`config.mk`:
```
export PLATFORM = sky130hd
export DESIGN_NAME = utf8_decoder_css_preprocess
export DESIGN_NICKNAME = d
export VERILOG_FILES = /design/src/rtl/ucss_pkg.sv /design/src/rtl/utf8_decoder_css_preprocess.sv /design/src/rtl/ucss_decode.sv /design/src/rtl/ucss_outbuf.sv
export SDC_FILE = /design/constraint.sdc
export NUM_CORES = 1
export LEC_CHECK = 0
export ABC_AREA = 1
export BUFFER_PORTS_ARGS = -buffer_cell sky130_fd_sc_hd__buf_2
export CAP_MARGIN = 20
export CORE_MARGIN = 1
export CORE_UTILIZATION = 40
export CTS_CLUSTER_DIAMETER = 60
export CTS_CLUSTER_SIZE = 40
export DETAILED_ROUTE_END_ITERATION = 10
export GPL_TIMING_DRIVEN = 0
export PLACE_DENSITY_LB_ADDON = 0.08
export SLEW_MARGIN = 10
export SYNTH_ARGS = -nofsm -noshare
export SYNTH_HDL_FRONTEND = slang
export SYNTH_SLANG_ARGS = --single-unit
```
`constraint.sdc`:
```
create_clock -name clk -period 11.1 [get_ports clk]
set_clock_uncertainty 0.05 [all_clocks]
set_input_delay 0.555 -clock clk [delete_from_list [all_inputs] [get_ports clk]]
set_output_delay 0.555 -clock clk [all_outputs]
set_load 0.01 [all_outputs]
```
`src/rtl/ucss_pkg.sv`:
```
// Package for the UTF-8 decoder with CSS preprocessing.
// Holds the channel word types, decoder state type and code point constants.
// No dependencies.
package ucss_pkg;

  // Code points and byte values used by the decoder
  localparam logic [20:0] CP_REPL = 21'h00FFFD;
  localparam logic [20:0] CP_BOM  = 21'h00FEFF;
  localparam logic [20:0] CP_LF   = 21'h00000A;
  localparam logic [20:0] CP_FF   = 21'h00000C;
  localparam logic [20:0] CP_CR   = 21'h00000D;
  localparam logic [20:0] CP_NUL  = 21'h000000;

  localparam logic [7:0] CONT_LO  = 8'h80;
  localparam logic [7:0] CONT_HI  = 8'hBF;
  localparam logic [7:0] E0_LO    = 8'hA0;
  localparam logic [7:0] ED_HI    = 8'h9F;
  localparam logic [7:0] F0_LO    = 8'h90;
  localparam logic [7:0] F4_HI    = 8'h8F;

  // Input word: one raw byte
  typedef struct packed {
    logic [7:0] in_byte;
    logic       stream_end;
  } src_t;

  // Output word: one code point or end marker
  typedef struct packed {
    logic [20:0] code_point;
    logic        has_code;
    logic        end_of_text;
    logic        run_last;
  } res_t;

  // Up to two results produced by one byte
  typedef struct packed {
    logic [1:0] n;
    res_t       r0;
    res_t       r1;
  } res_set_t;

  // Decoder and preprocessing state
  typedef struct packed {
    logic [20:0] partial;
    logic [1:0]  needed;
    logic [1:0]  seen;
    logic [7:0]  lo;
    logic [7:0]  hi;
    logic        prev_cr;
    logic        none_yet;
    logic        halted;
  } dec_state_t;

  localparam dec_state_t DEC_RESET = '{
    partial:  21'd0,
    needed:   2'd0,
    seen:     2'd0,
    lo:       CONT_LO,
    hi:       CONT_HI,
    prev_cr:  1'b0,
    none_yet: 1'b1,
    halted:   1'b0
  };

endpackage

```
`src/rtl/utf8_decoder_css_preprocess.sv`:
```
// Top level of the UTF-8 decoder with CSS preprocessing.
// Depends on ucss_pkg, ucss_decode and ucss_outbuf.
//
// Usage:
//   Input channel src_*: one raw stylesheet byte per word, with stream_end
//   on the last byte of a stream. Output channel res_*: one code point per
//   word (has_code 1), or a lone end marker (has_code 0) when the final byte
//   produced nothing; run_last flags the last word caused by a byte and
//   end_of_text the final word of the stream.
//   A byte waits in the input register, its words in the result buffer.
//   Throughput: one byte per cycle while res_* does not stall and each byte
//   gives at most one word; a byte giving two words holds the next byte back
//   until its second word is taken, since the result buffer has a single output port.
//   A stall on res_* backs up through the result buffer and the input
//   register to src_stall; nothing is dropped.
//   Reset (synchronous) empties both registers and returns the decoder to
//   the start-of-stream state, ready for a byte-order mark.
module utf8_decoder_css_preprocess (
  input  logic             clk,
  input  logic             rst,
  input  logic             src_valid,
  output logic             src_stall,
  input  ucss_pkg::src_t   src_data,
  output logic             res_valid,
  input  logic             res_stall,
  output ucss_pkg::res_t   res_data
);
  import ucss_pkg::*;

  logic       iv;
  src_t       ipay;
  dec_state_t st;
  dec_state_t st_next;
  res_set_t   res_set;
  logic       can_load;
  logic       adv;

  assign adv       = iv && can_load;
  assign src_stall = iv && !can_load;

  // Input register
  always_ff @(posedge clk) begin
    if (rst) begin
      iv <= 1'b0;
    end else if (src_valid && !src_stall) begin
      iv <= 1'b1;
    end else if (adv) begin
      iv <= 1'b0;
    end
  end

  always_ff @(posedge clk) begin
    if (src_valid && !src_stall) begin
      ipay <= src_data;
    end
  end

  // Decoder state advances with each byte moved into the result buffer
  always_ff @(posedge clk) begin
    if (rst) begin
      st <= DEC_RESET;
    end else if (adv) begin
      st <= st_next;
    end
  end

  ucss_decode u_decode (
    .st      (st),
    .src     (ipay),
    .st_next (st_next),
    .res     (res_set)
  );

  ucss_outbuf u_outbuf (
    .clk       (clk),
    .rst       (rst),
    .load      (adv),
    .res       (res_set),
    .can_load  (can_load),
    .res_valid (res_valid),
    .res_stall (res_stall),
    .res_data  (res_data)
  );

endmodule

```
`src/rtl/ucss_decode.sv`:
```
// Single-pass decode of one byte: UTF-8 step, preprocessing and result packing.
// Purely combinational. Depends on ucss_pkg.
module ucss_decode (
  input  ucss_pkg::dec_state_t st,
  input  ucss_pkg::src_t       src,
  output ucss_pkg::dec_state_t st_next,
  output ucss_pkg::res_set_t   res
);
  import ucss_pkg::*;

  typedef struct packed {
    logic        emit;
    logic [20:0] cp;
    logic [1:0]  need;
    logic [20:0] part;
    logic [7:0]  lo;
    logic [7:0]  hi;
  } lead_t;

  typedef struct packed {
    logic        emit;
    logic [20:0] cp;
    logic        none_yet;
    logic        prev_cr;
  } hand_t;

  // Decode a lead byte: either a finished code point or a pending sequence
  function automatic lead_t lead_dec(input logic [7:0] b);
    lead_t l;
    l.emit = 1'b0;
    l.cp   = CP_REPL;
    l.need = 2'd0;
    l.part = 21'd0;
    l.lo   = CONT_LO;
    l.hi   = CONT_HI;
    if (b inside {[8'h00:8'h7F]}) begin
      l.emit = 1'b1;
      l.cp   = {13'd0, b};
    end else if (b inside {[8'hC2:8'hDF]}) begin
      l.need = 2'd1;
      l.part = {16'd0, b[4:0]};
    end else if (b inside {[8'hE0:8'hEF]}) begin
      l.need = 2'd2;
      l.part = {17'd0, b[3:0]};
      if (b == 8'hE0) l.lo = E0_LO;
      if (b == 8'hED) l.hi = ED_HI;
    end else if (b inside {[8'hF0:8'hF4]}) begin
      l.need = 2'd3;
      l.part = {18'd0, b[2:0]};
      if (b == 8'hF0) l.lo = F0_LO;
      if (b == 8'hF4) l.hi = F4_HI;
    end else begin
      l.emit = 1'b1;
    end
    return l;
  endfunction

  // Preprocess one decoded code point (BOM, CR/LF/FF, NUL)
  function automatic hand_t hand_on(input logic v, input logic [20:0] cp,
                                    input logic none_yet, input logic prev_cr);
    hand_t h;
    h.emit     = 1'b0;
    h.cp       = cp;
    h.none_yet = none_yet;
    h.prev_cr  = prev_cr;
    if (v) begin
      h.none_yet = 1'b0;
      if (none_yet && cp == CP_BOM) begin
        h.emit = 1'b0;
      end else if (cp == CP_CR) begin
        h.emit    = 1'b1;
        h.cp      = CP_LF;
        h.prev_cr = 1'b1;
      end else begin
        h.prev_cr = 1'b0;
        h.emit    = 1'b1;
        if (cp == CP_LF) begin
          h.emit = !prev_cr;
        end else if (cp == CP_FF) begin
          h.cp = CP_LF;
        end else if (cp == CP_NUL) begin
          h.cp = CP_REPL;
        end
      end
    end
    return h;
  endfunction

  // Load decoder fields from a lead byte
  function automatic dec_state_t load_lead(input dec_state_t s, input lead_t l);
    dec_state_t r;
    r         = s;
    r.needed  = l.need;
    r.seen    = 2'd0;
    r.partial = l.part;
    r.lo      = l.lo;
    r.hi      = l.hi;
    return r;
  endfunction

  // Return the decoder fields to idle
  function automatic dec_state_t clear_dec(input dec_state_t s);
    dec_state_t r;
    r         = s;
    r.partial = DEC_RESET.partial;
    r.needed  = DEC_RESET.needed;
    r.seen    = DEC_RESET.seen;
    r.lo      = DEC_RESET.lo;
    r.hi      = DEC_RESET.hi;
    return r;
  endfunction

  lead_t       ld;
  dec_state_t  nx;
  logic        v0, v1;
  logic [20:0] c0, c1;
  logic [20:0] part_sh;
  logic [1:0]  seen_inc;
  hand_t       h0, h1;
  logic [1:0]  cnt;
  logic        marker;
  logic [1:0]  n;
  logic [7:0]  b;

  // Decoder step: up to two code points handed on
  always_comb begin
    b        = src.in_byte;
    ld       = lead_dec(b);
    nx       = st;
    v0       = 1'b0;
    v1       = 1'b0;
    c0       = CP_REPL;
    c1       = CP_REPL;
    part_sh  = {st.partial[14:0], b[5:0]};
    seen_inc = 2'(st.seen + 2'd1);
    if (!st.halted) begin
      if (b == 8'h00) begin
        // NUL ends decoding; a pending sequence is flushed as U+FFFD
        v0        = (st.needed != 2'd0);
        nx        = clear_dec(st);
        nx.halted = 1'b1;
      end else if (st.needed == 2'd0) begin
        v0 = ld.emit;
        c0 = ld.cp;
        nx = load_lead(st, ld);
      end else if (b < st.lo || b > st.hi) begin
        // bad continuation: U+FFFD, then the byte starts afresh
        v0 = 1'b1;
        v1 = ld.emit;
        c1 = ld.cp;
        nx = load_lead(st, ld);
      end else if (seen_inc == st.needed) begin
        v0 = 1'b1;
        c0 = part_sh;
        nx = clear_dec(st);
      end else begin
        nx.partial = part_sh;
        nx.seen    = seen_inc;
        nx.lo      = CONT_LO;
        nx.hi      = CONT_HI;
      end
    end
    // truncated sequence at stream end
    if (src.stream_end && !nx.halted && nx.needed != 2'd0) begin
      if (v0) begin
        v1 = 1'b1;
        c1 = CP_REPL;
      end else begin
        v0 = 1'b1;
        c0 = CP_REPL;
      end
    end
  end

  // Preprocessing of the two candidates in order
  assign h0 = hand_on(v0, c0, st.none_yet, st.prev_cr);
  assign h1 = hand_on(v1, c1, h0.none_yet, h0.prev_cr);

  assign cnt    = {1'b0, h0.emit} + {1'b0, h1.emit};
  assign marker = src.stream_end && (cnt == 2'd0);
  assign n      = marker ? 2'd1 : cnt;

  // Pack results; the first slot takes whichever emitted first
  always_comb begin
    res.n                 = n;
    res.r0.code_point     = marker ? 21'd0 : (h0.emit ? h0.cp : h1.cp);
    res.r0.has_code       = !marker;
    res.r0.run_last       = (n == 2'd1);
    res.r0.end_of_text    = src.stream_end && (n == 2'd1);
    res.r1.code_point     = h1.cp;
    res.r1.has_code       = 1'b1;
    res.r1.run_last       = 1'b1;
    res.r1.end_of_text    = src.stream_end;
  end

  // Next state; stream end returns everything to reset
  always_comb begin
    st_next          = nx;
    st_next.none_yet = h1.none_yet;
    st_next.prev_cr  = h1.prev_cr;
    if (src.stream_end) begin
      st_next = DEC_RESET;
    end
  end

endmodule

```
`src/rtl/ucss_outbuf.sv`:
```
// Two-entry result buffer that hands results out one word per cycle while res_stall is low.
// Depends on ucss_pkg.
module ucss_outbuf (
  input  logic                clk,
  input  logic                rst,
  input  logic                load,
  input  ucss_pkg::res_set_t  res,
  output logic                can_load,
  output logic                res_valid,
  input  logic                res_stall,
  output ucss_pkg::res_t      res_data
);
  import ucss_pkg::*;

  logic [1:0] cnt;
  res_t       e0, e1;
  logic       take;

  assign res_valid = (cnt != 2'd0);
  assign res_data  = e0;
  assign take      = res_valid && !res_stall;
  // empty, or emptied by this cycle's transfer
  assign can_load  = (cnt == 2'd0) || (cnt == 2'd1 && take);

  // Occupancy count
  always_ff @(posedge clk) begin
    if (rst) begin
      cnt <= 2'd0;
    end else if (load) begin
      cnt <= res.n;
    end else if (take) begin
      cnt <= 2'(cnt - 2'd1);
    end
  end

  // Entries; the second moves up once the first is taken
  always_ff @(posedge clk) begin
    if (load) begin
      e0 <= res.r0;
      e1 <= res.r1;
    end else if (take) begin
      e0 <= e1;
    end
  end

endmodule

```
# [Yosys cells after proc, flatten, opt, wreduce, memory -nomap -nowiden]
# Index checks and enable logic that the tools add are counted.
[word_totals] reg_bits=96 inputBits=13 out_inout_bits=26 wordCells=159
[op_classes] addsub=3 order_cmp=10 n_eq_ne=16 n_mux=76 n_reduce_logical=36
[op_table] cell="$mux W21" count=22
[op_table] cell="$mux W38" count=5
[op_table] cell="$eq A21 B4 Y1 const B" count=6
[op_table] cell="$mux W39" count=3
[op_table] cell="$mux W24" count=4
[op_table] cell="$mux W16" count=3
[op_table] cell="$mux W22" count=2
[op_table] cell="$eq A21 B16 Y1 const B" count=2
[op_table] cell="$logic_not A21 Y1" count=2
[op_table] cell="$eq A8 B8 Y1 const B" count=4
[op_table] cell="$mux W1" count=26
[op_table] cell="$ge A8 B8 Y1 const B" count=3
[op_table] cell="$le A8 B8 Y1 const B" count=3
[op_table] cell="$mux W23" count=1
[op_table] cell="$mux W18" count=1
[op_table] cell="$mux W6" count=3
[op_table] cell="$logic_and A1 B1 Y1" count=15
[op_table] cell="$mux W15" count=1
[op_table] cell="$reduce_bool A2 Y1" count=5
[op_table] cell="$ge A8 B1 Y1 const B" count=1
[op_table] cell="$gt A8 B8 Y1" count=1
[op_table] cell="$le A8 B7 Y1 const B" count=1
[op_table] cell="$logic_not A8 Y1" count=1
[op_table] cell="$lt A8 B8 Y1" count=1
[op_table] cell="other kinds (12)" count=25

# [Longest topological paths before layout]
# Gate-level depths: netlist of the first run.
[logic_depth] ltp_word=33 ltp_mapped=31

# [Cells and area by module]
# A second synthesis of the first run with hierarchy kept.
[hier_totals] cells_unflattened=885 area_unflattened_um2=6258.5
[modules_own_cells] mod="ucss_decode" n_inst=1 cells_per_inst=453 area_per_inst_um2=2235.9 seq_area_each_um2=0.0
[modules_own_cells] mod="utf8_decoder_css_preprocess" n_inst=1 cells_per_inst=279 area_per_inst_um2=2092.0 seq_area_each_um2=1171.1
[modules_own_cells] mod="ucss_outbuf" n_inst=1 cells_per_inst=153 area_per_inst_um2=1930.6 seq_area_each_um2=1481.4

# [Worst setup path before layout of the first run]
# OpenSTA, ideal clock, no wires.
[synth_path] kind="reg-to-reg" start="register ipay[8] (netlist name)" end="register u_outbuf.e0, in the netlist u_outbuf.res_data[12], data pin" setup_time_ns=0.136 t_arrival_ns=3.350 required_time_ns=10.914 path_slack_ns=7.565 path_stages_with_launch=25 path_buffers=3 cell_sequence="edfxtp_1 > ha_1 > inv_1 > nor3_2 > nand4_1 > nand2_4 > nand4_4 > nor2_4 > o41ai_1 > nand2_1 > nor2_1 > nand2_1 > nand2_1 > inv_2 > and2_4 > buf_6 > buf_8 > inv_1 > ha_1 > nand2_1 > inv_1 > nor2_1 > buf_4 > nand2_1 > nand2_1"
[synth_via] elab_chain_cells=27 elab_cells_between_ends=93
[synth_rtl] element="start, declared" line_no="utf8_decoder_css_preprocess.sv:31" rtl="src_t ipay;"
[synth_rtl] element="start signal, assigned" line_no="utf8_decoder_css_preprocess.sv:54" rtl="ipay <= src_data;"
[synth_rtl] element="$ge A8 B8 Y1 / $le A8 B8 Y1 (equally long branches)" line_no="ucss_decode.sv:47" rtl="end else if (b inside {[8'hF0:8'hF4]}) begin"
[synth_rtl] element="$logic_and A1 B1 Y1" line_no="ucss_decode.sv:47"
[synth_rtl] element="$mux W39" line_no="ucss_decode.sv:47"
[synth_rtl] element="$mux W39" line_no="ucss_decode.sv:42" rtl="end else if (b inside {[8'hE0:8'hEF]}) begin"
[synth_rtl] element="$mux W23" line_no="ucss_decode.sv:39" rtl="end else if (b inside {[8'hC2:8'hDF]}) begin"
[synth_rtl] element="$mux W39" line_no="ucss_decode.sv:36" rtl="if (b inside {[8'h00:8'h7F]}) begin"
[synth_rtl] element="$mux W38" line_no="ucss_decode.sv:146" rtl="end else if (b < st.lo || b > st.hi) begin"
[synth_rtl] element="$mux W38" line_no="ucss_decode.sv:142" rtl="end else if (st.needed == 2'd0) begin"
[synth_rtl] element="[11 not listed]"
[synth_rtl] element="$mux W22" line_no="ucss_decode.sv:70" rtl="end else if (cp == CP_CR) begin"
[synth_rtl] element="$mux W1" line_no="ucss_decode.sv:68" rtl="if (none_yet && cp == CP_BOM) begin"
[synth_rtl] element="$mux W24" line_no="ucss_decode.sv:66" rtl="if (v) begin"
[synth_rtl] element="$add A1 B1 Y2" line_no="ucss_decode.sv:179" rtl="assign cnt = {1'b0, h0.emit} + {1'b0, h1.emit};"
[synth_rtl] element="$logic_not A2 Y1" line_no="ucss_decode.sv:180" rtl="assign marker = src.stream_end && (cnt == 2'd0);"
[synth_rtl] element="$logic_and A1 B1 Y1" line_no="ucss_decode.sv:180"
[synth_rtl] element="$mux W21 (*)" line_no="ucss_decode.sv:186" rtl="res.r0.code_point = marker ? 21'd0 : (h0.emit ? h0.cp : h1.cp);"
[synth_rtl] element="$mux W24 (*)" line_no="ucss_outbuf.sv:38" rtl="if (load) begin"
[synth_rtl] element="end signal, assigned" line_no="ucss_outbuf.sv:39" rtl="e0 <= res.r0;"
[synth_rtl] element="end, declared" line_no="ucss_outbuf.sv:16" rtl="res_t e0, e1;"
# Every way passes the cells marked *; elsewhere a longest branch is shown, timed or not. The select of a mux whose other input is x is not followed.
# A chain may end at the register's enable or synchronous reset.

# [Final worst setup path of the first run]
[layout_path] start="register ipay[8] (netlist name)" end="register u_outbuf.e0, in the netlist u_outbuf.res_data[20], data pin"
# Same word-level chain as after synthesis.

==> results of run 1 <==
-- cell usage after synthesis, drive strengths merged --
master and number:
nor2 58, o2111a 1, edfxtp 43, xor2 1, o21ai 17, a211oi 2, o41ai 1, ha 13
inv 65, nand4 12, a31oi 4, o21bai 1, dfxtp 30, o21a 1, nand2 173, nor4 2
or2 1, nand3b 2, and2 1, a21oi 30, clkbuf 7, nor3 10, nand3 34, a22o 1
buf 7, o211ai 4, o31ai 1
-- critical path, cell delays in order (launching register included) --
cell,delay [ns]
edfxtp_1,0.52
ha_1,0.37
inv_1,0.07
nor3_2,0.18
nand4_1,0.16
nand2_4,0.17
nand4_4,0.15
nor2_4,0.18
o41ai_1,0.10
nand2_1,0.23
nor2_1,0.09
nand2_1,0.08
nand2_1,0.09
inv_2,0.05
and2_4,0.12
buf_6,0.13
buf_8,0.15
inv_1,0.05
ha_1,0.19
nand2_1,0.10
inv_1,0.08
nor2_1,0.51
nand2_1,0.25
nor2_1,0.14
-- flip-flops by register name, summed over array words and instances (netlist names) --
signal and count:
ipay 9, iv 1, st 27, u_outbuf.cnt 2, u_outbuf.e1 10, u_outbuf.res_data 24
-- report_power, final --
part	switching, mW	leakage [nW]	internal [mW]	total (mW)
clock	0.0982	0.0907	0.0847	0.183
combinational	0.145	1.31	0.0695	0.215
sequential	0.0137	0.612	0.330	0.343
-- per-layer routing --
| layer | vias to the layer above | global-route usage [%] | wire, µm |
|---|---|---|---|
| li1 | 1813 | - | - |
| met5 | - | 0 | 0 |
| met4 | 0 | 8.98 | 188 |
| met1 | 1593 | 27.4 | 5040 |
| met2 | 77 | 31.4 | 4680 |
| met3 | 15 | 2.44 | 330 |
-- path summary, 6_finish.rpt --
kind / from / to / slack, ns / cells after the start
min reg2reg: st[15]$_SDFFE_PP0P_ / st[15]$_SDFFE_PP0P_ / 0.42 / 2
min: src_data[7] / ipay[7]$_DFFE_PP_ / 0.32 / 1
max reg2reg: ipay[8]$_DFFE_PP_ / u_outbuf.res_data[20]$_SDFFCE_PP0P_ / 6.72 / 23
max: ipay[8]$_DFFE_PP_ / u_outbuf.res_data[20]$_SDFFCE_PP0P_ / 6.72 / 23
-- cell families (layout without fill, tap and decap cells) --
group | count (synthesis) | in the layout
compound gates | 63 | 63
xor+xnor | 1 | 1
fa+ha+maj | 13 | 13
buf+inv | 79 | 132
flops | 73 | 73
simple gates | 293 | 293
-- area by class of cell --
class | count | area share, %
Inverter | 65 | 5.32
Timing Repair Buffer | 37 | 3.92
Multi-Input combinational cell | 370 | 41.7
Sequential cell | 73 | 40.1
Buffer | 14 | 1.93
Clock inverter | 4 | 0.424
Clock buffer | 12 | 3.02
Tap cell | 136 | 3.60
-- through the flow --
step / setup WS, ns / cell area (µm²)
after floorplan: 7.56 / 4200
after global placement: 6.68 / 4560
after detailed placement: 6.69 / 4560
after CTS: 6.65 / 4720
after global routing: 6.30 / 4720
final: 6.72 / 4720
==> flow_summary.toml, run 1 <==
[finish]
final_common_cell = "nand2_1"
drive_gt1_share_pct = 19.0
diodes = 0
utilization_pct = 46.0
area_growth_syn_to_layout_pct = 12.4
stdcell_count = 711
fin_nets = 596
layout_common_cells = "157 x nand2_1, 56 x inv_1, 47 x nor2_1, 43 x edfxtp_1, 38 x buf_2"
n_fill_cell = 1047
multi_input_area_um2 = 1970
regArea_um2 = 1890

[floorplanning]
die_x_um = 105
start_util_pct = 40.9
core_um2 = 10300
io_pins = 39
rows = 37
die_area_um2 = 10900
fp.dieH_um = 105

[synth]
ys_ff_latch = 73
yosys.area.top_type = "edfxtp_1"
synth_xor_area_share_pct = 0.208
synthTopCellsByArea = "edfxtp_1 31%, dfxtp_1 14%, nand2_1 14%"
syn-num-nets = 548
yosysWarnings = 0
syn_avg_cell_area_um2 = 8.05
synth_area_um2 = 4200
synth_top_family_by_area = "simple AND/OR/NAND/NOR gates"
synth_mux_area_share_pct = 0
syn_inst = 522
yosysUniqueCellTypes = 46
ys_seq_area_share_pct = 45.0
netlist.area_leader.share_pct = 30.7
yosys.area_share.adder_pct = 3.87
synth_compound_area_share_pct = 8.75
synthSimpleGateAreaFrac_pct = 34.0

[flow_run]
maxCapViolations = 0

[placement]
gp_congestion = 0.881
dp.cells = 695
io_buffer_count = 37
dp_hpwl_mm = 7.89

[clock_network]
clockRootBuffer = "clkbuf_8"
clk_latency_ns = 0.36
cts-buffers-inserted = 9
clock_sinks = 73
cts_hold_buf = 0
htree_levels = 3
cts_setup_buffers = 0
clkSlewWorstSetupHoldPaths_ns = 0.07
clock_path_buffers = 2
cts-resized-gates = 0
cts_tree = "yes"

[sta]
hold_viol_final = 0
final_max_slew_viol_count = 0
min_period_ns = 4.38
setup_viol = 0
tns_ns = 0
hold_ws_ns = 0.319
rsz0062_at_grt = "false"
tightest_slew_ns = 0.883
max_freq_ghz = 0.228
period_share_pct = 39.5
slew_headroom_pct = 41.1

[outcome]
status = "complete, no violations"

[global_route]
overflow = 0
first_global_vias = 3283
grt_pass1_wl_mm = 17.0
grt_usage_pct = 20.0
antenna_found_initial = 0
grt_max_degree = 25

[drt]
wl_mm = 10.2
vias = 3498
wire_per_inst_um = 14.4
drc = 0
avgViaCountPerCell = 4.92
drtIter0Drc = 188
first_pass_iters = 5
ant_nets = 0

[setup_path]
crit_fanout = 10
arrival_ns = 4.54
critPathRequiredTime_ns = 11.26
crit_type = "reg -> reg"
endpoint_kind = "flip-flop"
worstSetupStartpointType = "flip-flop"

[power]
leakage_nw = 2.01
powerDensity_nw_per_um2 = 157
finalPower_mw = 0.741
ir_drop_uv = 70.5

[worst_hold_path]
holdCritPathClass = "in -> reg"
Power figures use the tool's default switching activity.
==> run 2: changes to the inputs <==
--- a/config.mk
+++ b/config.mk
@@ -5,7 +5,7 @@
 export SDC_FILE = /design/constraint.sdc
 export NUM_CORES = 1
 export LEC_CHECK = 0
-export ABC_AREA = 1
+export ABC_AREA = 0
 export BUFFER_PORTS_ARGS = -buffer_cell sky130_fd_sc_hd__buf_2
 export CAP_MARGIN = 20
 export CORE_MARGIN = 1
==> constraint.sdc (replaced) <==
create_clock -name clk -period 4 [get_ports clk]
set_clock_uncertainty 0.05 [all_clocks]
set_input_delay 0.2 -clock clk [delete_from_list [all_inputs] [get_ports clk]]
set_output_delay 0.2 -clock clk [all_outputs]
set_load 0.01 [all_outputs]
==> run 2 against run 1 <==
Utilization grew 3.2 points. Maximum frequency grew 15%. Combinational power grew 94%. Via count shrank 0.60%. Die area shrank 4.7%. Global-route usage grew 3.0 points. Wire length grew 6.0%. Sequential power grew to 2.6 times the previous value. Critical endpoint is now u_outbuf.res_data[5]$_DFFE_PP_. Power grew to 2.7 times the previous value. Highest routed layer unchanged. Flip-flop and latch count is the same. Largest cell class unchanged. Critical path depth shrank 10.
==> flow_summary.toml, run 2 <==
[synth]
netlist.area_leader.share_pct = 32.2
ys_ff_latch = 73
ys.flop_type = "edfxtp_1"
synth_edf_count = 43
yosys.area.top_type = "edfxtp_1"
yosysUniqueCellTypes = 70
yosysWarnings = 0
syn_avg_cell_area_um2 = 9.53
ys_seq_area_share_pct = 47.3
syn-num-nets = 446
synthTopCellsByArea = "edfxtp_1 32%, dfxtp_1 15%, nor2_1 4.3%"
synth_area_um2 = 4000
synth_common_cells = "46 x nor2_1, 43 x edfxtp_1, 32 x a21oi_1, 30 x dfxtp_1, 24 x nand2_1"
syn_inst = 420
synth_most_common_cell = "nor2_1"
synth_async_sr_flop_share_pct = 0

[power]
switching_share_pct = 29.4
leakage_nw = 1.69
powerDensity_nw_per_um2 = 419
internal_power_mw = 1.42
ir_drop_uv = 179
power.switching_mw = 0.591
p_comb_share_pct = 20.8
clkPwrFrac_pct = 34.0
seqPwrFrac_pct = 45.1

[clock_network]
cts_tree = "yes"
clk_latency_ns = 0.36
clkSlewWorstSetupHoldPaths_ns = 0.08
htree_levels = 3
cts-buffers-inserted = 9
clock_sinks = 73
clockRootBuffer = "clkbuf_8"
clock_path_buffers = 2

[setup_path]
slowest_delay_ns = 0.53
path_cells = "ha_1 > nand4_1 > nor2_1 > nor2_2 > or3_1 > o221ai_1 > o31ai_2 > a41oi_2 > inv_2 > ha_1 > a21oi_2 > buf_4 > a221o_1"
crit_type = "reg -> reg"
endpoint_kind = "flip-flop"
crit_fanout = 10
path_delay_family = "compound AO/OA/AOI/OAI gates"
cp_slowest_cell = "edfxtp_1"
crit_buf_inv = 2
cpMostUsedCell = "ha_1"
critPathRequiredTime_ns = 4.07
arrival_ns = 3.87
worstSetupStartpointType = "flip-flop"

[finish]
utilization_pct = 49.2
area_growth_syn_to_layout_pct = 19.5
largest_reg_flops = 27
fin_nets = 508
fin_area_um2 = 4790
layout_common_cells = "46 x nor2_1, 43 x edfxtp_1, 41 x buf_2, 30 x dfxtp_1, 29 x a21oi_1"
final_common_cell = "nor2_1"
drive_gt1_share_pct = 19.3
diodes = 0
n_fill_cell = 958
largest_register = "st"
stdcell_count = 620

[global_route]
overflow = 0
grt_pass1_wl_mm = 17.7
first_global_vias = 3308
grt_usage_pct = 23.0
antenna_found_initial = 0
grt_max_degree = 25

[drt]
avgViaCountPerCell = 5.61
wire_per_inst_um = 17.5
wl_mm = 10.8
drtIter0Drc = 163
drc = 0
first_pass_iters = 5
vias = 3477
ant_nets = 0

[sta]
max_freq_ghz = 0.263
hold_viol_final = 0
period_share_pct = 95.1
tightest_slew_ns = 0.972
final_max_slew_viol_count = 0
setup_viol = 0
rsz0062_at_grt = "false"
slew_headroom_pct = 35.2
min_period_ns = 3.80

[placement]
gp_congestion = 0.867
dp_hpwl_mm = 8.06
dp.cells = 591
dpl_cell_area_um2 = 4370
io_buffer_count = 38

[flow_run]
maxCapViolations = 0

[floorplanning]
fp.dieH_um = 102
core_um2 = 9730
die_x_um = 102
io_pins = 39
rows = 36
die_area_um2 = 10400
start_util_pct = 41.2

[outcome]
status = "complete, no violations"

[worst_hold_path]
holdCritPathClass = "in -> reg"
## run 2: changes by cell type after synthesis, sizes merged, moves of 9 or more
| cell | change |
|---|---|
| nand4 | -9 |
| inv | -43 |
| nand2 | -149 |
| nor2 | -10 |
| a22oi | +14 |
| or3 | +11 |
| clkbuf | +9 |
| nor4 | +9 |
| nand3 | -19 |
## run 2: worst paths after layout
path,from,end,slack [ns],depth (start not counted)
worst max-delay path,ipay[4]$_DFFE_PP_,u_outbuf.res_data[5]$_DFFE_PP_,0.20,13
worst min-delay path,rst,st[6]$_SDFFE_PP1P_,0.03,2
worst max register to register,ipay[4]$_DFFE_PP_,u_outbuf.res_data[5]$_DFFE_PP_,0.20,13
worst min register to register,st[16]$_SDFFE_PP0P_,st[16]$_SDFFE_PP0P_,0.47,2
## run 2: kinds of logic (layout without fill, tap and decap cells)
kind of cell | count (synthesis) | in the layout | synth area share, %
AO/OA/AOI/OAI | 129 | 129 | 22.4
XOR/XNOR | 2 | 2 | 0.438
adder cells (fa/ha/maj) | 13 | 13 | 4.06
buffers and inverters | 45 | 112 | 4.50
flip-flops | 73 | 73 | 47.3
multiplexers | 3 | 3 | 0.781
AND/OR/NAND/NOR | 155 | 155 | 20.5
## run 2: per-layer routing
layer	global-route usage [%]	share of wire [%]
met2	35.4	45
met1	31.0	48
met4	10.0	2.7
met3	5.13	4.3
met5	0	0
## run 2: timing repair
action                                 4_1_cts  5_1_grt
resized for setup                            4        8
endpoints found under the hold margin       10        0
pin swaps                                    0        1
hold buffers                                10        0
setup buffers                                3        1
setup endpoints to repair                   21       20
## run 2: area by class of cell
| cell class | count | area (µm²) | area share, % |
|---|---|---|---|
| buffer | 21 | 93.8 | 1.96 |
| clock buffer | 10 | 149 | 3.11 |
| clock inverter | 6 | 87.6 | 1.83 |
| inverter | 23 | 86.3 | 1.80 |
| multi-input combinational | 302 | 1990 | 41.6 |
| sequential | 73 | 1890 | 39.5 |
| tap | 133 | 166 | 3.48 |
| timing repair buffer | 52 | 320 | 6.69 |
## run 2: per-stage QoR
stage	hold WS [ns]	setup TNS [ns]	power [mW]	setup slack [ns]
4_1_cts	0.0189	0	2.02	0.0140
3_3_place_gp	0.327	-6.72	1.32	-0.486
3_5_place_dp	0.328	-6.99	1.32	-0.487
5_1_grt	0.0121	0	2.11	0.00483
6_report	0.0294	0	2.01	0.197
2_1_floorplan	0.249	0	1.18	0.458
## run 2: worst reg2reg max path, stage by stage (launching register included)
cell,delay [ns]
edfxtp_1,0.53
ha_1,0.39
nand4_1,0.13
nor2_1,0.06
nor2_2,0.47
or3_1,0.28
o221ai_1,0.17
o31ai_2,0.43
a41oi_2,0.10
inv_2,0.09
ha_1,0.23
a21oi_2,0.11
buf_4,0.22
a221o_1,0.32
## run 2: power groups by stage
stage | sequential [mW] | combinational, mW | clock [mW]
floorplan | 0.944 | 0.239 | 0
global placement | 0.927 | 0.391 | 0
detailed placement | 0.926 | 0.398 | 0
CTS | 0.909 | 0.412 | 0.698
global route | 0.915 | 0.468 | 0.729
finish | 0.906 | 0.418 | 0.682
==> run 3: changes to the inputs <==
--- a/config.mk
+++ b/config.mk
@@ -9,7 +9,7 @@
 export BUFFER_PORTS_ARGS = -buffer_cell sky130_fd_sc_hd__buf_2
 export CAP_MARGIN = 20
 export CORE_MARGIN = 1
-export CORE_UTILIZATION = 40
+export CORE_UTILIZATION = 54
 export CTS_CLUSTER_DIAMETER = 60
 export CTS_CLUSTER_SIZE = 40
 export DETAILED_ROUTE_END_ITERATION = 10
==> run 3 against run 2 <==
Register-to-register slack worse by 0.05 ns. Count of clock-buffer cells in the layout increased by 3. Largest cell class unchanged. Sequential power hardly changed. Via count rose by 3.1%. Die area is 25% lower. Critical endpoint is now u_outbuf.res_data[7]$_DFFE_PP_. Wire length increased by 2.4%.
==> flow_summary.toml, run 3 (synthesized netlist as in run 2, its figures left out) <==
[drt]
ant_nets = 0
vias = 3584
wl_mm = 11.1
drtIter0Drc = 262
avgViaCountPerCell = 6.12
wire_per_inst_um = 18.9
drc = 0
first_pass_iters = 5

[setup_path]
crit_buf_inv = 2
cp-startpoint = "ipay[6]$_DFFE_PP_"
critPathRequiredTime_ns = 4.14
reg2reg_depth = 14
path_cells = "ha_1 > a211o_1 > a21oi_1 > nor2_2 > or3_4 > o31ai_2 > o31ai_2 > a41oi_2 > inv_2 > ha_1 > a21oi_2 > clkbuf_4 > a21oi_1 > a31oi_1"
path_delay_family = "compound AO/OA/AOI/OAI gates"
cp_slowest_cell = "edfxtp_1"
cp.depth = 14
ff2ff_setup_slack_ns = 0.15
worstSetupStartpointType = "flip-flop"
slowest_delay_ns = 0.44
endpoint_kind = "flip-flop"
arrival_ns = 3.99
reg2reg_from = "ipay[6]$_DFFE_PP_"
crit_fanout = 10
crit_type = "reg -> reg"
r2r-end = "u_outbuf.res_data[7]$_DFFE_PP_"
crit_path_end = "u_outbuf.res_data[7]$_DFFE_PP_"

[finish]
multi_input_area_um2 = 2000
largest_register = "st"
drive_gt1_share_pct = 19.7
fin_nets = 508
utilization_pct = 65.4
fin_area_um2 = 4720
area_growth_syn_to_layout_pct = 17.8
layout_common_cells = "46 x nor2_1, 43 x edfxtp_1, 41 x buf_2, 30 x dfxtp_1, 28 x a21oi_1"
diodes = 0
regArea_um2 = 1890
final_common_cell = "nor2_1"
n_fill_cell = 610
largest_reg_flops = 27

[clock_network]
clkSlewWorstSetupHoldPaths_ns = 0.08
cts_tree = "yes"
clk_latency_ns = 0.36
clockRootBuffer = "clkbuf_8"
clock_sinks = 73
clock_path_buffers = 2
cts-buffers-inserted = 9
htree_levels = 3

[placement]
io_buffer_count = 38
dp_hpwl_mm = 7.90
dpl_cell_area_um2 = 4330
gp_congestion = 0.968
preCtsSetupSlack_ns = -0.445

[floorplanning]
die_x_um = 88.1
start_util_pct = 55.5
die_area_um2 = 7760
fp.dieH_um = 88.1
io_pins = 39
core_um2 = 7210
rows = 31

[power]
leakage_nw = 1.67
ir_drop_uv = 279
finalPower_mw = 1.93
powerDensity_nw_per_um2 = 410

[sta]
period_share_pct = 96.2
tightest_slew_ns = 0.940
final_max_slew_viol_count = 0
max_freq_ghz = 0.260
min_period_ns = 3.85
setup_ws_ns = 0.151
slew_headroom_pct = 37.4
hold_viol_final = 0
setup_viol = 0

[global_route]
overflow = 0
grt_pass1_wl_mm = 17.4
first_global_vias = 3296
grt_max_degree = 25
antenna_found_initial = 0
grt_usage_pct = 30.6

[outcome]
status = "complete, no violations"

[worst_hold_path]
holdCritPathClass = "in -> reg"

[flow_run]
maxCapViolations = 0
[run 3: worst min-delay path by stage]
stage,to,slack [ns],start,cells past startpoint
3_5_place_dp,ipay[5]$_DFFE_PP_,0.33,src_data[5],1
2_1_floorplan,ipay[0]$_DFFE_PP_,0.25,src_data[0],0
5_1_grt,iv$_SDFFE_PP0P_,0.04,src_valid,3
4_1_cts,iv$_SDFFE_PP0P_,0.01,src_valid,3
6_report,iv$_SDFFE_PP0P_,0.02,src_valid,3
3_3_place_gp,ipay[7]$_DFFE_PP_,0.33,src_data[7],1
[run 3: cell type report]
cell class / instances / area share, %
well taps: 99 / 2.63
flip-flops and latches: 73 / 40.1
inverters: 23 / 1.91
clock buffers: 13 / 3.37
repair buffers: 52 / 6.74
multi-input cells: 302 / 42.4
plain buffers: 21 / 2.04
clock inverters: 3 / 0.849
[run 3: per-stage QoR]
| step | hold WS, ns | cells | setup TNS, ns |
|---|---|---|---|
| final | 0.0185 | 586 | 0 |
| after global routing | 0.0386 | 586 | -0.00173 |
| after CTS | 0.0137 | 584 | 0 |
| after detailed placement | 0.328 | 557 | -5.79 |
| after global placement | 0.327 | 557 | -4.12 |
| after floorplan | 0.249 | 420 | 0 |
[run 3: what timing repair did]
action,CTS,global route
pin swaps,0,1
hold endpoints to repair,9,0
buffers inserted,3,2
setup endpoints to repair,19,20
resized for setup,5,11
hold buffers,9,0
[run 3: report_power, final]
group          internal (mW)  switching, mW
clock                  0.321          0.278
combinational          0.146          0.283
sequential             0.882         0.0234
[run 3: worst min-delay path: cells and delay by family]
family	cells	cell delay [ns]
buffers and inverters	1	0.08
AND/OR/NAND/NOR	2	0.11
[run 3: metal layers]
layer / up-vias / global-route usage [%] / share of wire [%]
li1: 1710 / - / -
met1: 1709 / 40.8 / 45
met2: 141 / 47.1 / 47
met3: 24 / 6.50 / 5.8
met4: 0 / 15.7 / 2.8
met5: - / 0 / 0
